[src/rtl/core/dlr_pkg.sv]
`timescale 1ns / 1ps
// Package for the DLE/ETX link receiver: codes, command type and defaults.
// Used by the front, queue, back and top files; depends on nothing.
package dlr_pkg;

  // Link control characters
  localparam logic [7:0] DLE = 8'd16;
  localparam logic [7:0] ETX = 8'd3;
  localparam logic [7:0] FRAME_LEN = 8'd2;

  // Defaults for top-level parameters
  localparam int SCAN_LIMIT_DEF  = 255;
  localparam int QUEUE_DEPTH_DEF = 4;

  // Configuration register indexes and reset values
  localparam logic [1:0] REG_RETRY_LIMIT = 2'd0;
  localparam logic [1:0] REG_ACK_ID      = 2'd1;
  localparam logic [1:0] REG_NAK_ID      = 2'd2;
  localparam logic [7:0] RETRY_LIMIT_RST = 8'd3;
  localparam logic [7:0] ACK_ID_RST      = 8'd6;
  localparam logic [7:0] NAK_ID_RST      = 8'd21;

  typedef struct packed {
    logic [7:0] retry_limit;
    logic [7:0] ack_id;
    logic [7:0] nak_id;
  } cfg_t;

  // Result kinds on the output channel
  typedef enum logic [1:0] {
    K_PAYLOAD = 2'd0,
    K_TX      = 2'd1,
    K_VERDICT = 2'd2
  } kind_t;

  // Packet verdicts
  typedef enum logic [2:0] {
    V_GOOD    = 3'd0,
    V_STUFF   = 3'd1,
    V_CKSUM   = 3'd2,
    V_FRAME   = 3'd3,
    V_RETRIES = 3'd4,
    V_SCAN    = 3'd5
  } verdict_t;

  // Receive parser phases
  typedef enum logic [2:0] {
    PH_HUNT,
    PH_HUNT_DLE,
    PH_SIZE,
    PH_PAYLOAD,
    PH_CKSUM,
    PH_END1,
    PH_END2_OK,
    PH_END2_BAD
  } phase_t;

  // Commands from front to back
  typedef enum logic [1:0] {
    C_PAYLOAD,
    C_FINISH,
    C_FATAL
  } cmd_kind_t;

  typedef struct packed {
    cmd_kind_t  kind;
    logic [7:0] data;
    logic [7:0] id;
    logic [7:0] size;
    verdict_t   verdict;
  } cmd_t;

  // Back-end output sequencer steps
  typedef enum logic [3:0] {
    ST_HEAD,
    ST_DLE1,
    ST_PID,
    ST_LEN,
    ST_ID,
    ST_ZERO,
    ST_STUFF,
    ST_CK,
    ST_DLE2,
    ST_ETX
  } step_t;

endpackage

[src/rtl/core/dlr_if.sv]
`timescale 1ns / 1ps
// Valid/ready channel interfaces for received bytes and for results.
// Standalone; widths follow the link byte and result fields.
interface dlr_rx_if;
  logic       valid;
  logic       ready;
  logic [7:0] rx_byte;

  modport source (output valid, output rx_byte, input ready);
  modport sink   (input valid, input rx_byte, output ready);
endinterface

interface dlr_res_if;
  logic       valid;
  logic       ready;
  logic [1:0] out_kind;
  logic [7:0] out_byte;
  logic [7:0] hdr_id;
  logic [7:0] packet_size;
  logic [2:0] verdict;
  logic       last;

  modport source (output valid, output out_kind, output out_byte, output hdr_id,
                  output packet_size, output verdict, output last, input ready);
  modport sink   (input valid, input out_kind, input out_byte, input hdr_id,
                  input packet_size, input verdict, input last, output ready);
endinterface

[src/rtl/core/dlr_front.sv]
`timescale 1ns / 1ps
// Front end: parses received bytes, tracks packet state and counters,
// and pushes one command per byte that yields results. Uses dlr_pkg, dlr_if.
module dlr_front
  import dlr_pkg::*;
#(
  parameter int SCAN_LIMIT = SCAN_LIMIT_DEF
) (
  input  logic          clk,
  input  logic          rst,
  dlr_rx_if.sink        rx,
  input  logic [7:0]    retry_limit,
  input  logic          queue_full,
  output logic          cmd_valid,
  output cmd_t          cmd
);

  localparam int SCW = $clog2(SCAN_LIMIT + 3);

  phase_t         phase, phase_next;
  logic [SCW-1:0] scanned_count, scanned_count_next;
  logic [7:0]     failure_count, failure_count_next;
  logic [7:0]     current_id, current_id_next;
  logic [7:0]     current_size, current_size_next;
  logic [7:0]     payload_remaining, payload_remaining_next;
  logic [7:0]     running_sum, running_sum_next;
  logic           expect_dle, expect_dle_next;

  logic           accept;
  logic [7:0]     b;
  logic [7:0]     want;
  logic           do_finish, do_fatal, do_payload;
  verdict_t       fin_verdict;

  assign rx.ready = !queue_full;
  assign accept   = rx.valid && rx.ready;
  assign b        = rx.rx_byte;
  assign want     = 8'(~running_sum + 8'd1);

  // Next state of the parser
  always_comb begin
    phase_next             = phase;
    scanned_count_next     = scanned_count;
    failure_count_next     = failure_count;
    current_id_next        = current_id;
    current_size_next      = current_size;
    payload_remaining_next = payload_remaining;
    running_sum_next       = running_sum;
    expect_dle_next        = expect_dle;
    do_finish              = 1'b0;
    do_fatal               = 1'b0;
    do_payload             = 1'b0;
    fin_verdict            = V_GOOD;
    if (accept) begin
      unique case (phase)
        PH_HUNT: begin
          if (failure_count >= retry_limit) begin
            do_fatal           = 1'b1;
            fin_verdict        = V_RETRIES;
            scanned_count_next = '0;
            failure_count_next = '0;
          end else if (scanned_count > SCW'(SCAN_LIMIT)) begin
            do_fatal           = 1'b1;
            fin_verdict        = V_SCAN;
            scanned_count_next = '0;
            failure_count_next = '0;
          end else begin
            scanned_count_next = scanned_count + 1'b1;
            phase_next         = (b == DLE) ? PH_HUNT_DLE : PH_HUNT;
          end
        end
        PH_HUNT_DLE: begin
          scanned_count_next = scanned_count + 1'b1;
          if (b == DLE || b == ETX) begin
            phase_next = PH_HUNT;
          end else begin
            current_id_next = b;
            expect_dle_next = 1'b0;
            phase_next      = PH_SIZE;
          end
        end
        PH_SIZE: begin
          current_size_next = b;
          if (expect_dle && b != DLE) begin
            do_finish   = 1'b1;
            fin_verdict = V_STUFF;
          end else if (!expect_dle && b == DLE) begin
            expect_dle_next = 1'b1;
          end else begin
            expect_dle_next        = 1'b0;
            running_sum_next       = current_id + b;
            payload_remaining_next = b;
            phase_next             = (b == 8'd0) ? PH_CKSUM : PH_PAYLOAD;
          end
        end
        PH_PAYLOAD: begin
          if (expect_dle) begin
            expect_dle_next = 1'b0;
            if (b != DLE) begin
              do_finish   = 1'b1;
              fin_verdict = V_STUFF;
            end else if (payload_remaining == 8'd0) begin
              phase_next = PH_CKSUM;
            end
          end else begin
            do_payload             = 1'b1;
            running_sum_next       = running_sum + b;
            payload_remaining_next = payload_remaining - 8'd1;
            if (b == DLE) begin
              expect_dle_next = 1'b1;
            end else if (payload_remaining == 8'd1) begin
              phase_next = PH_CKSUM;
            end
          end
        end
        PH_CKSUM: begin
          if (expect_dle) begin
            expect_dle_next = 1'b0;
            if (b != DLE) begin
              do_finish   = 1'b1;
              fin_verdict = V_STUFF;
            end else if (want != DLE) begin
              do_finish   = 1'b1;
              fin_verdict = V_CKSUM;
            end else begin
              phase_next = PH_END1;
            end
          end else if (b == DLE) begin
            expect_dle_next = 1'b1;
          end else if (b != want) begin
            do_finish   = 1'b1;
            fin_verdict = V_CKSUM;
          end else begin
            phase_next = PH_END1;
          end
        end
        PH_END1: begin
          phase_next = (b == DLE) ? PH_END2_OK : PH_END2_BAD;
        end
        PH_END2_OK: begin
          do_finish   = 1'b1;
          fin_verdict = (b == ETX) ? V_GOOD : V_FRAME;
        end
        PH_END2_BAD: begin
          do_finish   = 1'b1;
          fin_verdict = V_FRAME;
        end
        default: begin
          phase_next = PH_HUNT;
        end
      endcase

      // Packet end: verdict, counters and return to hunting
      if (do_finish) begin
        if (fin_verdict == V_GOOD) begin
          failure_count_next = '0;
        end else if (failure_count != 8'hFF) begin
          failure_count_next = failure_count + 8'd1;
        end
        scanned_count_next = '0;
        expect_dle_next    = 1'b0;
        phase_next         = PH_HUNT;
      end
    end
  end

  // Command toward the queue
  always_comb begin
    cmd_valid   = do_finish || do_fatal || do_payload;
    cmd.kind    = do_payload ? C_PAYLOAD : (do_fatal ? C_FATAL : C_FINISH);
    cmd.data    = b;
    cmd.id      = current_id_next;
    cmd.size    = current_size_next;
    cmd.verdict = fin_verdict;
  end

  // Parser registers
  always_ff @(posedge clk) begin
    if (rst) begin
      phase             <= PH_HUNT;
      scanned_count     <= '0;
      failure_count     <= '0;
      current_id        <= '0;
      current_size      <= '0;
      payload_remaining <= '0;
      running_sum       <= '0;
      expect_dle        <= 1'b0;
    end else begin
      phase             <= phase_next;
      scanned_count     <= scanned_count_next;
      failure_count     <= failure_count_next;
      current_id        <= current_id_next;
      current_size      <= current_size_next;
      payload_remaining <= payload_remaining_next;
      running_sum       <= running_sum_next;
      expect_dle        <= expect_dle_next;
    end
  end

  // Any verdict sends the parser back to hunting
  a_finish_hunt: assert property (@(posedge clk) disable iff (rst)
    (cmd_valid && cmd.kind != C_PAYLOAD) |=> (phase == PH_HUNT && !expect_dle))
    else $error("parser did not return to hunting after a verdict");

  // The scan counter never runs past the limit check
  a_scan_bound: assert property (@(posedge clk) disable iff (rst)
    scanned_count <= SCW'(SCAN_LIMIT + 2))
    else $error("scan counter beyond limit");

endmodule

[src/rtl/core/dlr_queue.sv]
`timescale 1ns / 1ps
// Short command queue between parser and output sequencer.
// Uses dlr_pkg for the command type.
module dlr_queue
  import dlr_pkg::*;
#(
  parameter int DEPTH = QUEUE_DEPTH_DEF
) (
  input  logic clk,
  input  logic rst,
  input  logic push,
  input  cmd_t push_data,
  output logic full,
  input  logic pop,
  output logic head_valid,
  output cmd_t head
);

  localparam int AW = (DEPTH > 1) ? $clog2(DEPTH) : 1;
  localparam int CW = $clog2(DEPTH + 1);

  cmd_t          slots [DEPTH];
  logic [AW-1:0] wr_ptr, rd_ptr;
  logic [CW-1:0] count;
  logic          do_push, do_pop;

  assign full       = (count == CW'(DEPTH));
  assign head_valid = (count != '0);
  assign head       = slots[rd_ptr];
  assign do_push    = push && !full;
  assign do_pop     = pop && head_valid;

  // Storage write
  always_ff @(posedge clk) begin
    if (do_push) begin
      slots[wr_ptr] <= push_data;
    end
  end

  // Pointers and fill count
  always_ff @(posedge clk) begin
    if (rst) begin
      wr_ptr <= '0;
      rd_ptr <= '0;
      count  <= '0;
    end else begin
      if (do_push) begin
        wr_ptr <= (wr_ptr == AW'(DEPTH - 1)) ? '0 : wr_ptr + 1'b1;
      end
      if (do_pop) begin
        rd_ptr <= (rd_ptr == AW'(DEPTH - 1)) ? '0 : rd_ptr + 1'b1;
      end
      count <= count + CW'(do_push) - CW'(do_pop);
    end
  end

  a_no_overflow: assert property (@(posedge clk) disable iff (rst)
    !(push && full))
    else $error("command pushed into full queue");

  a_count_track: assert property (@(posedge clk) disable iff (rst)
    1'b1 |=> count == $past(count) + CW'($past(do_push)) - CW'($past(do_pop)))
    else $error("queue count out of step with transactions");

endmodule

[src/rtl/core/dlr_back.sv]
`timescale 1ns / 1ps
// Back end: expands queued commands into result transactions, including
// the ACK/NAK frame after a packet-end verdict (none after a fatal one). Uses dlr_pkg and dlr_if.
module dlr_back
  import dlr_pkg::*;
(
  input  logic       clk,
  input  logic       rst,
  input  logic       head_valid,
  input  cmd_t       head,
  input  logic [7:0] ack_id,
  input  logic [7:0] nak_id,
  output logic       pop,
  dlr_res_if.source  res
);

  step_t      step, step_next;
  logic [7:0] pid;
  logic [7:0] ck;
  logic       fire;

  assign pid  = (head.verdict == V_GOOD) ? ack_id : nak_id;
  assign ck   = 8'(~(pid + FRAME_LEN + head.id) + 8'd1);
  assign fire = res.valid && res.ready;

  // Next step of the sequencer
  always_comb begin
    step_next = step;
    if (fire) begin
      unique case (step)
        ST_HEAD:  step_next = (head.kind == C_FINISH) ? ST_DLE1 : ST_HEAD;
        ST_DLE1:  step_next = ST_PID;
        ST_PID:   step_next = ST_LEN;
        ST_LEN:   step_next = ST_ID;
        ST_ID:    step_next = ST_ZERO;
        ST_ZERO:  step_next = (ck == DLE) ? ST_STUFF : ST_CK;
        ST_STUFF: step_next = ST_CK;
        ST_CK:    step_next = ST_DLE2;
        ST_DLE2:  step_next = ST_ETX;
        ST_ETX:   step_next = ST_HEAD;
        default:  step_next = ST_HEAD;
      endcase
    end
  end

  // Result fields for the current step
  always_comb begin
    res.valid       = head_valid;
    res.hdr_id      = head.id;
    res.packet_size = head.size;
    res.out_kind    = K_TX;
    res.out_byte    = '0;
    res.verdict     = V_GOOD;
    res.last        = 1'b0;
    unique case (step)
      ST_HEAD: begin
        if (head.kind == C_PAYLOAD) begin
          res.out_kind = K_PAYLOAD;
          res.out_byte = head.data;
          res.last     = 1'b1;
        end else begin
          res.out_kind = K_VERDICT;
          res.verdict  = head.verdict;
          res.last     = (head.kind == C_FATAL);
        end
      end
      ST_DLE1:  res.out_byte = DLE;
      ST_PID:   res.out_byte = pid;
      ST_LEN:   res.out_byte = FRAME_LEN;
      ST_ID:    res.out_byte = head.id;
      ST_ZERO:  res.out_byte = '0;
      ST_STUFF: res.out_byte = DLE;
      ST_CK:    res.out_byte = ck;
      ST_DLE2:  res.out_byte = DLE;
      ST_ETX: begin
        res.out_byte = ETX;
        res.last     = 1'b1;
      end
      default:  res.out_byte = '0;
    endcase
    pop = fire && res.last;
  end

  always_ff @(posedge clk) begin
    if (rst) begin
      step <= ST_HEAD;
    end else begin
      step <= step_next;
    end
  end

  // A frame is only walked for a packet-end (finish) verdict command
  a_frame_from_finish: assert property (@(posedge clk) disable iff (rst)
    (step != ST_HEAD) |-> (head_valid && head.kind == C_FINISH))
    else $error("frame sequencing without a verdict command");

  // Stuffed checksum step only when the checksum is DLE
  a_stuff_only_dle: assert property (@(posedge clk) disable iff (rst)
    (step == ST_STUFF) |-> (ck == DLE))
    else $error("checksum stuffing without DLE checksum");

endmodule

[src/rtl/core/dle_link_receiver_with_ack_unit.sv]
`timescale 1ns / 1ps
// DLE/ETX link receiver top: config registers, parser, command queue, sequencer.
// A result is registered in the command queue before the sequencer presents it.
// The parser takes one received byte per cycle while the command queue has room; the
// sequencer drains one result per cycle while res.ready is high, a finish verdict then its frame.
// Reset (rst, synchronous): parser hunts, counters clear, queue empties,
// retry_limit 3, ack id 6, nak id 21. Uses dlr_pkg, dlr_if, dlr_front/queue/back.
module dle_link_receiver_with_ack_unit
  import dlr_pkg::*;
#(
  parameter int SCAN_LIMIT  = SCAN_LIMIT_DEF,
  parameter int QUEUE_DEPTH = QUEUE_DEPTH_DEF
) (
  input  logic       clk,
  input  logic       rst,
  dlr_rx_if.sink     rx,
  dlr_res_if.source  res,
  input  logic       wr_en,
  input  logic [1:0] wr_index,
  input  logic [7:0] wr_data
);

  cfg_t cfg;
  logic queue_full;
  logic cmd_valid;
  cmd_t cmd;
  logic head_valid;
  cmd_t head;
  logic pop;

  // Configuration registers
  always_ff @(posedge clk) begin
    if (rst) begin
      cfg.retry_limit <= RETRY_LIMIT_RST;
      cfg.ack_id      <= ACK_ID_RST;
      cfg.nak_id      <= NAK_ID_RST;
    end else if (wr_en) begin
      unique case (wr_index)
        REG_RETRY_LIMIT: cfg.retry_limit <= wr_data;
        REG_ACK_ID:      cfg.ack_id      <= wr_data;
        REG_NAK_ID:      cfg.nak_id      <= wr_data;
        default:         cfg             <= cfg;
      endcase
    end
  end

  dlr_front #(
    .SCAN_LIMIT (SCAN_LIMIT)
  ) u_front (
    .clk         (clk),
    .rst         (rst),
    .rx          (rx),
    .retry_limit (cfg.retry_limit),
    .queue_full  (queue_full),
    .cmd_valid   (cmd_valid),
    .cmd         (cmd)
  );

  dlr_queue #(
    .DEPTH (QUEUE_DEPTH)
  ) u_queue (
    .clk        (clk),
    .rst        (rst),
    .push       (cmd_valid),
    .push_data  (cmd),
    .full       (queue_full),
    .pop        (pop),
    .head_valid (head_valid),
    .head       (head)
  );

  dlr_back u_back (
    .clk        (clk),
    .rst        (rst),
    .head_valid (head_valid),
    .head       (head),
    .ack_id     (cfg.ack_id),
    .nak_id     (cfg.nak_id),
    .pop        (pop),
    .res        (res)
  );

endmodule
[src/flat_wrapper.sv]
// flat-port wrapper written by rule: the top's interface ports become plain ports
module dle_link_receiver_with_ack_unit_flat import dlr_pkg::*;
#(
  parameter int SCAN_LIMIT  = SCAN_LIMIT_DEF,
  parameter int QUEUE_DEPTH = QUEUE_DEPTH_DEF
)
  (clk, rst, wr_en, wr_index, wr_data, rx_valid, rx_rx_byte, rx_ready, res_valid, res_out_kind, res_out_byte, res_hdr_id, res_packet_size, res_verdict, res_last, res_ready);
  dlr_rx_if rx_i ();
  dlr_res_if res_i ();
  input  logic clk;
  input  logic rst;
  input  logic wr_en;
  input  logic [1:0] wr_index;
  input  logic [7:0] wr_data;
  input wire logic [$bits(rx_i.valid)-1:0] rx_valid;
  input wire logic [$bits(rx_i.rx_byte)-1:0] rx_rx_byte;
  output wire logic [$bits(rx_i.ready)-1:0] rx_ready;
  output wire logic [$bits(res_i.valid)-1:0] res_valid;
  output wire logic [$bits(res_i.out_kind)-1:0] res_out_kind;
  output wire logic [$bits(res_i.out_byte)-1:0] res_out_byte;
  output wire logic [$bits(res_i.hdr_id)-1:0] res_hdr_id;
  output wire logic [$bits(res_i.packet_size)-1:0] res_packet_size;
  output wire logic [$bits(res_i.verdict)-1:0] res_verdict;
  output wire logic [$bits(res_i.last)-1:0] res_last;
  input wire logic [$bits(res_i.ready)-1:0] res_ready;
  assign rx_i.valid = rx_valid;
  assign rx_i.rx_byte = rx_rx_byte;
  assign rx_ready = rx_i.ready;
  assign res_valid = res_i.valid;
  assign res_out_kind = res_i.out_kind;
  assign res_out_byte = res_i.out_byte;
  assign res_hdr_id = res_i.hdr_id;
  assign res_packet_size = res_i.packet_size;
  assign res_verdict = res_i.verdict;
  assign res_last = res_i.last;
  assign res_i.ready = res_ready;
  dle_link_receiver_with_ack_unit #(.SCAN_LIMIT(SCAN_LIMIT), .QUEUE_DEPTH(QUEUE_DEPTH)) u_core (.clk(clk), .rst(rst), .rx(rx_i), .res(res_i), .wr_en(wr_en), .wr_index(wr_index), .wr_data(wr_data));
endmodule
[config.mk]
export PLATFORM = sky130hd
export DESIGN_NAME = dle_link_receiver_with_ack_unit_flat
export DESIGN_NICKNAME = d
export VERILOG_FILES = /design/src/rtl/core/dlr_pkg.sv /design/src/rtl/core/dlr_if.sv /design/src/rtl/core/dlr_front.sv /design/src/rtl/core/dlr_queue.sv /design/src/rtl/core/dlr_back.sv /design/src/rtl/core/dle_link_receiver_with_ack_unit.sv /design/src/flat_wrapper.sv
export SDC_FILE = /design/constraint.sdc
export NUM_CORES = 1
export LEC_CHECK = 0
export ABC_AREA = 1
export BUFFER_PORTS_ARGS = -buffer_cell sky130_fd_sc_hd__buf_2
export CAP_MARGIN = 20
export CORE_MARGIN = 3
export CORE_UTILIZATION = 33
export CTS_BUF_LIST = sky130_fd_sc_hd__clkbuf_4 sky130_fd_sc_hd__clkbuf_8 sky130_fd_sc_hd__clkbuf_16
export DETAILED_ROUTE_END_ITERATION = 6
export PLACE_DENSITY = 0.51
export RECOVER_POWER = 25
export SLEW_MARGIN = 5
export SYNTH_ARGS = -nofsm -noshare
export SYNTH_HDL_FRONTEND = slang
export SYNTH_SLANG_ARGS = --single-unit
[constraint.sdc]
create_clock -name clk -period 6.09 [get_ports clk]
set_clock_uncertainty 0.1 [all_clocks]
set_input_delay 1.218 -clock clk [delete_from_list [all_inputs] [get_ports clk]]
set_output_delay 1.218 -clock clk [all_outputs]
set_load 0.005 [all_outputs]
# ---- Word-level counts from Yosys, hierarchy flattened
# Memory sizes are Yosys's and may differ from the RTL's. A register that Yosys moved wholly into a read port is not among the register bits.
# Index checks and enable logic that the tools add are counted.
dict set report word_totals {
  reg_bits 88
  mem_bits_rw 116
  in_bits 23
  word_cells 217
  n_memories 1
}
dict set report classes {
  n_addsub 13
  n_lt_le_gt_ge 2
  eq_ne 47
  n_mux 102
  bitwise 2
  reduce_logical 35
}
# name words word_bits rd rd_clocked_by_memory_dff wr line
set memory_table {}
lappend memory_table {u_core.u_queue.slots 4 29 1 1 1 dlr_queue.sv:22} ;# cmd_t slots [DEPTH];
# op n
set ops {}
lappend ops {{8-bit 2-to-1 mux} 19}
lappend ops {{3-bit 2-to-1 mux} 23}
lappend ops {{8-bit case mux with 7 select lines} 1}
lappend ops {{3-bit case mux with 6 select lines} 2}
lappend ops {{4-bit case mux with 9 select lines} 1}
lappend ops {{1-bit 2-to-1 mux} 33}
lappend ops {{4-bit inequality test (second input constant)} 8}
lappend ops {{8-bit case mux with 2 select lines} 2}
lappend ops {{2-bit 2-to-1 mux} 14}
lappend ops {{9-bit 2-to-1 mux} 3}
lappend ops {{8-bit by 1-bit adder with 8-bit output (second input constant)} 3}
lappend ops {{8-bit adder} 3}
lappend ops {{9-bit case mux with 2 select lines} 1}
lappend ops {{4-bit by 3-bit equality test with 1-bit output (second input constant)} 4}
lappend ops {{8-bit by 5-bit equality test with 1-bit output (second input constant)} 2}
lappend ops {{8-bit logical NOT} 2}
lappend ops {{8-bit by 5-bit inequality test with 1-bit output (second input constant)} 2}
lappend ops {{8-bit NOT} 2}
lappend ops {{3-bit equality test (second input constant)} 5}
lappend ops {{3-bit inequality test (second input constant)} 5}
lappend ops {{14-bit AND reduction} 1}
lappend ops {{9-bit by 1-bit adder with 9-bit output (second input constant)} 1}
lappend ops {{9-bit by 8-bit greater-than comparator with 1-bit output (second input constant)} 1}
lappend ops {{3-bit logical NOT} 3}
lappend ops {{other kinds (35)} 60}

# ---- Longest topological paths before layout
dict set report depth {
  word_depth 14
  ltp_mapped 25
  ltp_nobuf 25
}

# ---- Modules after synthesis
# A second synthesis with hierarchy kept.
dict set report hier_totals {
  cells_unflattened 1378
  hier_area_um2 11559.8
}
# module instances cells_each area_each_um2 seq_area_each_um2
set by_module_without_submodules {}
lappend by_module_without_submodules {dlr_queue 1 351 5113.7 3663.5}
lappend by_module_without_submodules {dlr_front 1 643 4030.1 1061.0}
lappend by_module_without_submodules {dlr_back 1 240 1403.8 80.1}
lappend by_module_without_submodules {dle_link_receiver_with_ack_unit 1 144 1012.2 480.5}

# ---- Least setup slack after synthesis
# Ideal clock, no wire load.
dict set report synth_timing {
  path_type {reg-to-output}
  start {reg with a tool-made name}
  end {out res_out_byte[6]}
  t_arrival_ps 3184
  path_slack_ps 1588
  path_stages_with_launch 19
  n_path_buf 2
  path_cell_list {dfxtp_1 > inv_1 > buf_2 > o21ai_0 > o22a_1 > nand3_2 > clkbuf_1 > nor2_1 > a21oi_1 > ha_1 > ha_1 > fa_1 > xor2_1 > nor3_1 > nand2_1 > nor2_1 > xor2_1 > nand2_1 > nand3_1}
}
# element line
set synth_lines {}
lappend synth_lines {{to (decl)} flat_wrapper.sv:20} ;# output wire logic [$bits(res_i.out_byte)-1:0] res_out_byte;

==> results.sh <==
export IMPL_die_w_um=185
export IMPL_status="finished with violations"
export IMPL_crit_chain="buf_4 -> o21ai_0 -> a21oi_2 -> nand3_2 -> nand2_1 -> o21ai_0 -> ha_1 -> inv_1 -> ha_1 -> fa_1 -> xor2_1 -> nor3_1 -> nand2_1 -> nor2_1 -> xor2_1 -> nand2_1 -> nand3_1 -> buf_2"
export IMPL_tritoncts="done"
export IMPL_crit_required_ns=4.77
export IMPL_avgRoutedWirePerCell_um=16.0
export IMPL_use_met2_pct=27.6
export IMPL_slew_viol_final=86
export IMPL_stdcell_area_sq_um=12100
export IMPL_peakVddDrop_mv=0.312
export IMPL_crit_family="simple AND/OR/NAND/NOR gates"
export IMPL_yosys_area_share_adder_pct=5.65
export IMPL_ff2ff_path_depth=21
export IMPL_cellPowerDensity_nw_per_um2=508
export IMPL_max_freq_ghz=0.179
export IMPL_min_period_ns=5.58
export IMPL_numCtsBuffers=24
export IMPL_initial_utilization_pct=34.1
export IMPL_post_route_drc_count=0
export IMPL_synth_edf_count=116
export IMPL_drive_above_1_share_pct=10.6
export IMPL_cts_max_path_buffers=3
export IMPL_netlist_area_sq_um=10600
export IMPL_vias=8567
export IMPL_cts_clk_slew_worst_paths_ns=0.06
export IMPL_drv_cap=2
export IMPL_synth_avg_cell_area_sq_um=8.45
export IMPL_hold_buffers=0
export IMPL_fp_row_count=64
export IMPL_p_leak_nw=4.99
export IMPL_grtUsageMet3_pct=1.96
export IMPL_grt_max_degree=50
export IMPL_critPathKind="reg -> out"
export IMPL_nFillCells=3140
export IMPL_grt_pass1_wl_um=44200
export IMPL_cp_end_kind="output port"
export IMPL_top_usage_layer="met2"
export IMPL_rsz0062_at_grt="false"
export IMPL_io_pins=55
export IMPL_period_share_pct=91.6
export IMPL_p_total_mw=6.13
export IMPL_viasPerCell=4.98
export IMPL_worst_hold_slack_ns=0.358
export IMPL_clkLatencyLatePin_ns=0.52
export IMPL_grt_use_met1_pct=21.9
export IMPL_setup_violations=0
export IMPL_min_path_type="reg -> reg"
export IMPL_grt_ovfl_total=0
export IMPL_multi_input_area_sq_um=4520
export IMPL_synth_compound_area_share_pct=15.2
export IMPL_cp_slowest_cell="fa_1"
export IMPL_ctsHtreeMaxLevel=1
export IMPL_cp_depth=18
export IMPL_cts_root_buffer="clkbuf_16"
export IMPL_die_area_sq_um=34300
export IMPL_cp_max_fo=31
export IMPL_yosys_warnings=0
export IMPL_cp_start_kind="register"
export IMPL_tns_ns=0
export IMPL_regToRegEndpoint="u_core.u_back.step[0]"
export IMPL_synthMuxAreaShare_pct=0.106
export IMPL_antenna_cells=0
export IMPL_synth_xor_area_share_pct=1.90
export IMPL_dr_pass1_iters=5
export IMPL_cts_sinks=206
export IMPL_max_stage_delay_ns=0.45
export IMPL_yosys_cell_types_count=54
export IMPL_worstPathBufferInverterCount=3
export IMPL_antenna_found_initial=0
export IMPL_ant_nets=0
export IMPL_final_seq_area_sq_um=5290
export IMPL_placeableCoreArea_sq_um=31100
export IMPL_dpl_instance_area_sq_um=11300
export IMPL_synth_top_area_share_pct=32.9
export IMPL_nets=1375
export IMPL_max_slew_worst_pin_slew_ns=2.17
export IMPL_hold_viol=0
export IMPL_syn_to_final_growth_pct=14.1
export IMPL_grt_pass1_vias=8185
export IMPL_post_dp_hpwl_um=19000
export IMPL_ff2ff_setup_slack_ns=1.87
export IMPL_critical_path_endpoint="res_out_byte[6]"
export IMPL_timing_slew_headroom_pct=-44.7
export IMPL_yosysSeqAreaShare_pct=49.9
export IMPL_synthTopCellsByArea="edfxtp_1 33%, dfxtp_1 17%, nand2_1 7.2%"
export IMPL_synth_net_count=1321
export IMPL_synthArstFlopShare_pct=0
export IMPL_routabilityCongestion=0.853
export IMPL_synth_seq_cells=206
export IMPL_synth_top_family_by_area="simple AND/OR/NAND/NOR gates"
export IMPL_drt_iter0_drc=545
export IMPL_synth_cells=1252
export IMPL_violations="max-capacitance violations, max-slew violations"
export IMPL_path_common_cell="nand2_1"
export IMPL_die_h_um=185
export IMPL_synth_largest_area_cell="edfxtp_1"
export IMPL_cp_arrival_ns=4.26
export IMPL_post_route_util_pct=38.9
export IMPL_wirelength_um=27600
export IMPL_port_buffers=54
export IMPL_synthSimpleGateAreaFrac_pct=19.7
export IMPL_synth_ff_type="edfxtp_1"
export IMPL_grt_usage_pct=16.2
worst min path at each step:
stage                                       to  cells after the start  slack [ns]                            start
2_1_floorplan                    u_core.cfg[3]                      2        0.33                    u_core.cfg[3]
3_3_place_gp                     u_core.cfg[3]                      2        0.35                    u_core.cfg[3]
3_5_place_dp                     u_core.cfg[1]                      2        0.35                    u_core.cfg[1]
4_1_cts                          u_core.cfg[1]                      2        0.36                    u_core.cfg[1]
5_1_grt        u_core.u_front.scanned_count[3]                      2        0.39  u_core.u_front.scanned_count[3]
6_report                         u_core.cfg[3]                      2        0.36                    u_core.cfg[3]
sequential cells by signal, indices dropped and copies added (netlist names), named ones only:
signal                            cells
u_core.u_front.current_size           8
u_core.u_queue.slots                116
u_core.u_front.payload_remaining      8
u_core.u_back.step                    4
u_core.u_queue.count                  3
u_core.u_front.expect_dle             1
u_core.u_queue.wr_ptr                 2
u_core.u_front.failure_count          8
u_core.u_front.current_id             8
u_core.u_front.phase                  3
u_core.u_front.scanned_count          9
u_core.u_front.running_sum            8
u_core.cfg                           24
u_core.u_queue.rd_ptr                 2
through the flow:
stage                     std cells  setup slack, ns
after detailed placement       1675            0.832
after CTS                      1719            0.248
after floorplan                1252             1.59
final                          1720            0.511
after global placement         1675            0.916
after global routing           1720           0.0757
placed cells by master (no fill, tap or decap), drive strengths merged, types with 4 or more instances in the layout:
cell,count
o21ai,136
edfxtp,116
a21oi,78
a22oi,6
o22ai,21
nor3,15
inv,156
buf,57
o211ai,9
a31oi,13
nor2,174
nand3b,4
xnor2,13
nand3,62
xor2,10
nand4,18
dfxtp,90
clkinv,10
clkbuf,43
nand2,216
ha,43
a211oi,6
cell usage after synthesis (all sizes together), types with 13 or more instances:
cell type    n
a21oi       78
a31oi       13
clkbuf      28
dfxtp       90
edfxtp     116
ha          43
inv        156
nand2      216
nand3       62
nand4       18
nor2       174
nor3        15
o21ai      136
o22ai       21
xnor2       13
what timing repair did:
action | 4_1_cts | 5_1_grt
endpoints found under the setup margin | 0 | 4
gates resized for setup | 0 | 2
endpoints found under the hold margin | 0 | 0
buffers inserted | 0 | 1
tightest hold or removal path, stage by stage (launching register included):
cell and delay [ns]:
dfxtp_1 0.29, inv_1 0.06, a21oi_1 0.05
cell families after synthesis:
group                    Yosys count
buffers and inverters            198
XOR/XNOR                          23
AND/OR/NAND/NOR                  492
multiplexers                       1
AO/OA/AOI/OAI                    286
flip-flops                       206
adder cells (fa/ha/maj)           46
layer usage:
layer	wire length (um)	vias to the layer above
li1	-	4357
met1	13000	4026
met2	13000	145
met3	1010	39
met4	609	0
met5	0	-
report_power, final:
| part | internal, mW | switching (mW) |
|---|---|---|
| Combinational | 0.967 | 1.81 |
| Sequential | 1.79 | 0.119 |
| Clock | 0.858 | 0.587 |
layout make-up:
type	count	share of cell area (%)
sequential	206	43.8
multi-input combinational	848	37.4
clock inverter	12	0.881
tap	396	4.10
clock buffer	32	5.82
inverter	158	4.97
timing repair buffer	68	2.97
(Power assumes the default switching activity.)
